`config.mk`:
```
export PLATFORM = sky130hd
export DESIGN_NAME = fce_ram
export DESIGN_NICKNAME = d
export VERILOG_FILES = /design/src/rtl/assert_macros.svh /design/src/rtl/fce_ram.sv
export SDC_FILE = /design/constraint.sdc
export NUM_CORES = 2
export LEC_CHECK = 0
export ABC_CLOCK_PERIOD_IN_PS = 9680
export BUFFER_PORTS_ARGS = -buffer_cell sky130_fd_sc_hd__buf_2
export CELL_PAD_IN_SITES_DETAIL_PLACEMENT = 1
export CELL_PAD_IN_SITES_GLOBAL_PLACEMENT = 1
export CORE_ASPECT_RATIO = 0.6
export CORE_MARGIN = 1
export CORE_UTILIZATION = 52
export DETAILED_ROUTE_END_ITERATION = 8
export GPL_ROUTABILITY_DRIVEN = 1
export GPL_TIMING_DRIVEN = 1
export PLACE_DENSITY_LB_ADDON = 0.1
export SLEW_MARGIN = 20
export SYNTH_ARGS = -nofsm -noshare
export SYNTH_HDL_FRONTEND = slang
export SYNTH_SLANG_ARGS = --single-unit
```
`constraint.sdc`:
```
create_clock -name clk -period 9.68 [get_ports clk]
set_clock_uncertainty 0.05 [all_clocks]
set_input_delay 0.484 -clock clk [delete_from_list [all_inputs] [get_ports clk]]
set_output_delay 0.484 -clock clk [all_outputs]
set_load 0.02 [all_outputs]
```
`src/rtl/assert_macros.svh`:
```
// Assertion helpers used by the enumerator RTL.
`ifndef ASSERT_MACROS_SVH
`define ASSERT_MACROS_SVH

// Implication checked on every rising clock edge outside reset.
`define ASSERT_IMP(label, clk, rst_n, ante, cons) \
	label: assert property (@(posedge clk) disable iff (!rst_n) (ante) |-> (cons)) \
		else $error("assertion failed");

// Next-cycle implication checked outside reset.
`define ASSERT_NEXT(label, clk, rst_n, ante, cons) \
	label: assert property (@(posedge clk) disable iff (!rst_n) (ante) |=> (cons)) \
		else $error("assertion failed");

`endif

```
`src/rtl/fce_ram.sv`:
```
// ----------------------------------------------------------------------------
// fce_ram
// Generic single-port-write, single-port-read RAM with registered read.
// ----------------------------------------------------------------------------
module fce_ram #(
	parameter int Width = 64,
	parameter int Depth = 64
) (
	input  logic                     clk,
	input  logic                     we,
	input  logic [$clog2(Depth)-1:0] waddr,
	input  logic [Width-1:0]         wdata,
	input  logic [$clog2(Depth)-1:0] raddr,
	output logic [Width-1:0]         rdata
);
	logic [Width-1:0] mem [Depth];

	always_ff @(posedge clk) begin
		if (we)
			mem[waddr] <= wdata;
		rdata <= mem[raddr];
	end
endmodule

```
==> impl_results.md <==
- # setup viols final: 0
- # nets final: 7,043
- CTS root buffer: clkbuf_16
- Row cnt: 155
- Vias per cell: 6.855
- Post-synthesis register bit count: 4,160
- VDD IR-drop max: 173.1 µV
- Worst r2r path cells: 5
- CTS Buffer Depth: 4
- RSZ-0062 raised after global routing: false
- Fraction of the mapped netlist area in adder cells: 0%
- Most frequent cell after synthesis: edfxtp_1
- Xor/xnor share of the synthesized area: 0%
- R2r setup slk: 7260 ps
- Hold_ws: 33.38 ps
- DR pass1 iterations: 5
- Metal2 WL: 201,900 µm
- Hold path endpoint: mem[16][27]$_DFFE_PP_
- Unique masters post-synth: 33
- Post-Synth Simple-Gate Area: 1.240%
- Top delay family on crit path: simple AND/OR/NAND/NOR gates
- Pwr Density: 209.5 mW/mm²
- Final estimated routing congestion in global placement: 0.7695
- Setup_tns: 0 ps
- Post-synth top flop: edfxtp_1
- Post-synthesis compound-gate area fraction: 2.477%
- Mean Syn Cell Area: 23.70 µm²
- Outcome: completed
- Post-DRT Antenna Nets: 0
- Pre-CTS setup slack: 5140 ps
- Worst-path cell chain: buf_2 > nor2b_1 > nand3_1 > nor2_4 > buf_4 > buf_4
- Mux contribution to synthesized area: 15.61%
- HP Class: in2reg
- Crit start category: input pin
- CP Capture Type: flip-flop
- Top cell type's share of synthesized area: 78.67%
- Die span in y: 426.7 µm
- Buffers on Ports: 141
- Pins over their slew limit: 0
- DR vias: 77,260
- Largest family of logic cells by synthesized area: multiplexers
- Worst-Skew Late Latency: 930 ps
- Slew at the pin with the worst max-slew slack: 1199 ps
- Num CTS Buffers: 372
- Die area: 0.3029 mm²
- HP Start: wdata[27]
- Met1 WL: 199,300 µm
- Asr flop ratio synth: 0%
- CTS tree: built
- Fin crit period: 3646 ps
- Largest net degree at the start of global routing: 105
- Area leader, netlist: edfxtp_1
- Seq/Total Area, Yosys: 79.49%
- Final WL: 464,100 µm
- DIE WIDTH: 709.9 µm
- Routed wire length per instance: 41.17 µm
- P&R area growth vs syn: 11.75%
- Resize count post-CTS: 0
- Clock slew at the register clock pins of the worst setup and hold paths: 70 ps
- Core ar.: 0.2983 mm²
- Layout cell share with drive strength beyond 1: 27.61%
- Leak: 0.05419 µW
- Normalized max-slew margin: 20.06%
- Critical-path top delay cell: nor2_4
- Commonest cells in the synthesized netlist: edfxtp_1 (4,096), mux4_2 (1,024), buf_2 (170), a22oi_1 (168), clkbuf_1 (140)
- Multi-input gate area: 0.03079 mm²
- Sequential cell area: 0.1243 mm²
- CP arrival: 4140 ps
- Fillcell total: 24,210
- Gate Count Post-Synth: 6,598
- EDFF count, synth: 4,096
- Placed wire-length estimate: 249,000 µm
- WP buf/inv: 3
- I/O pin total: 142
- Synthesized cell area: 0.1563 mm²
- Initial Util: 52.42%
- Vias in the first global route: 76,630
- Num Clock Sinks: 4,160
- Critical Path RT: 10,170 ps
- Drt drc: 0
- Crit-path max FO: 27
- Max-cap check violation count: 0
- Grt total ovfl: 0
- Fmax: 0.2743 GHz
- H-tree Lvls: 5
- Met3 wire len: 51,670 µm
- Syn nets: 6,676
- Worst Hold Depth: 1
- R2r endpoint: rdata[39]$_DFF_P_
- Synth area leaders: edfxtp_1 (79%), mux4_2 (15%), mux2i_1 (0.86%)
- Final hold vios: 0
- Cell repeated most along the worst path: buf_4
- Setup ws final: 6034 ps
- Max stage delay on crit path: 1100 ps
- GRT Total Usage: 30.60%
- Worst R2R Start: mem[52][39]$_DFFE_PP_
- Final period util: 37.66%
- Worst setup path class: in2reg
- Initial antenna violation count: 45
- Number of synthesis warnings: 0
- Highest metal used: met5
- DRT iter0 DRCs: 11,980
- First-pass GRT wire length: 632,500 µm
==> through the flow <==
step                      instances  util, %  cell area [µm²]  total power (µW)
after floorplan                6598        -           156300             21340
after global placement        10590    54.54           162700             22160
final                         11270    58.58           174700             36600
after CTS                     11250    58.50           174500             36810
after detailed placement      10590    54.55           162700             22210
after global routing          11260    58.57           174700             37450
==> worst register-to-register path: cells and delay by family (launching register included) <==
family	cells	cell delay, ps
compound gates	3	1070
flops	1	400
mux	2	700
==> cell usage in the layout (no fill, tap or decap), drive strengths merged <==
master          n
diode          15
nand4           2
a211oi         63
nand4b          1
edfxtp       4096
or2            28
buf           361
o221ai         38
inv            23
a31o            1
nand2          58
or3b            1
nand3          45
nor2          112
clkinv        138
nor2b          28
nand3b          2
and3           64
clkinvlp       12
a41oi          26
nor3            2
a31oi          18
a2bb2oi        19
a22o           88
o22ai          83
mux4         1024
bufinv         37
clkbuf        472
a22oi         168
or3            29
and2            3
mux2i         135
nand2b         11
dfxtp          64
dlygate4sd3     2
==> worst max-delay path by stage <==
stage,cells after the start,slack [ps],to,startpoint
after floorplan,4,3710,mem[48][0]$_DFFE_PP_,waddr[3]
after global placement,7,5190,rdata[51]$_DFF_P_,raddr[1]
after detailed placement,7,5140,rdata[51]$_DFF_P_,raddr[1]
after CTS,7,6100,rdata[51]$_DFF_P_,raddr[1]
after global routing,8,6020,rdata[52]$_DFF_P_,raddr[0]
final,6,6030,mem[38][52]$_DFFE_PP_,we
==> registers in the layout, summed over array words and instances (netlist names) <==
register	cells
mem	4096
rdata	64
==> metal layers <==
metal	track usage, %	up-vias
li1	-	29200
met1	48.47	42840
met2	43.78	4587
met3	6.935	639
met4	7.175	4
met5	0	-
==> report_power, final <==
part           switching, µW  total [µW]  internal [µW]
registers               99.6       20000          19900
clock network           6540       14800           8230
logic                   1170        1790            619
total                   7820       36600          28800
==> kinds of logic after synthesis <==
kind of cell           Yosys count
DFF                           4160
buffers and inverters          389
AOI/OAI and AO/OA              504
and+or+nand+nor                386
muxes                         1159
==> layout make-up <==
cell class / count / area share [%]
flip-flops and latches: 4160 / 71.13
clock inverters: 191 / 1.071
inverters: 19 / 0.04082
well taps: 4003 / 2.867
diodes: 15 / 0.02148
clock buffers: 472 / 5.680
multi-input cells: 2049 / 17.62
repair buffers: 363 / 1.567
==> what timing repair did <==
| item | CTS | global route |
|---|---|---|
| buffers inserted | 0 | 0 |
| hold buffers | 0 | 2 |
| endpoints found under the hold margin | 0 | 32 |
Power figures use the tool's default switching activity.
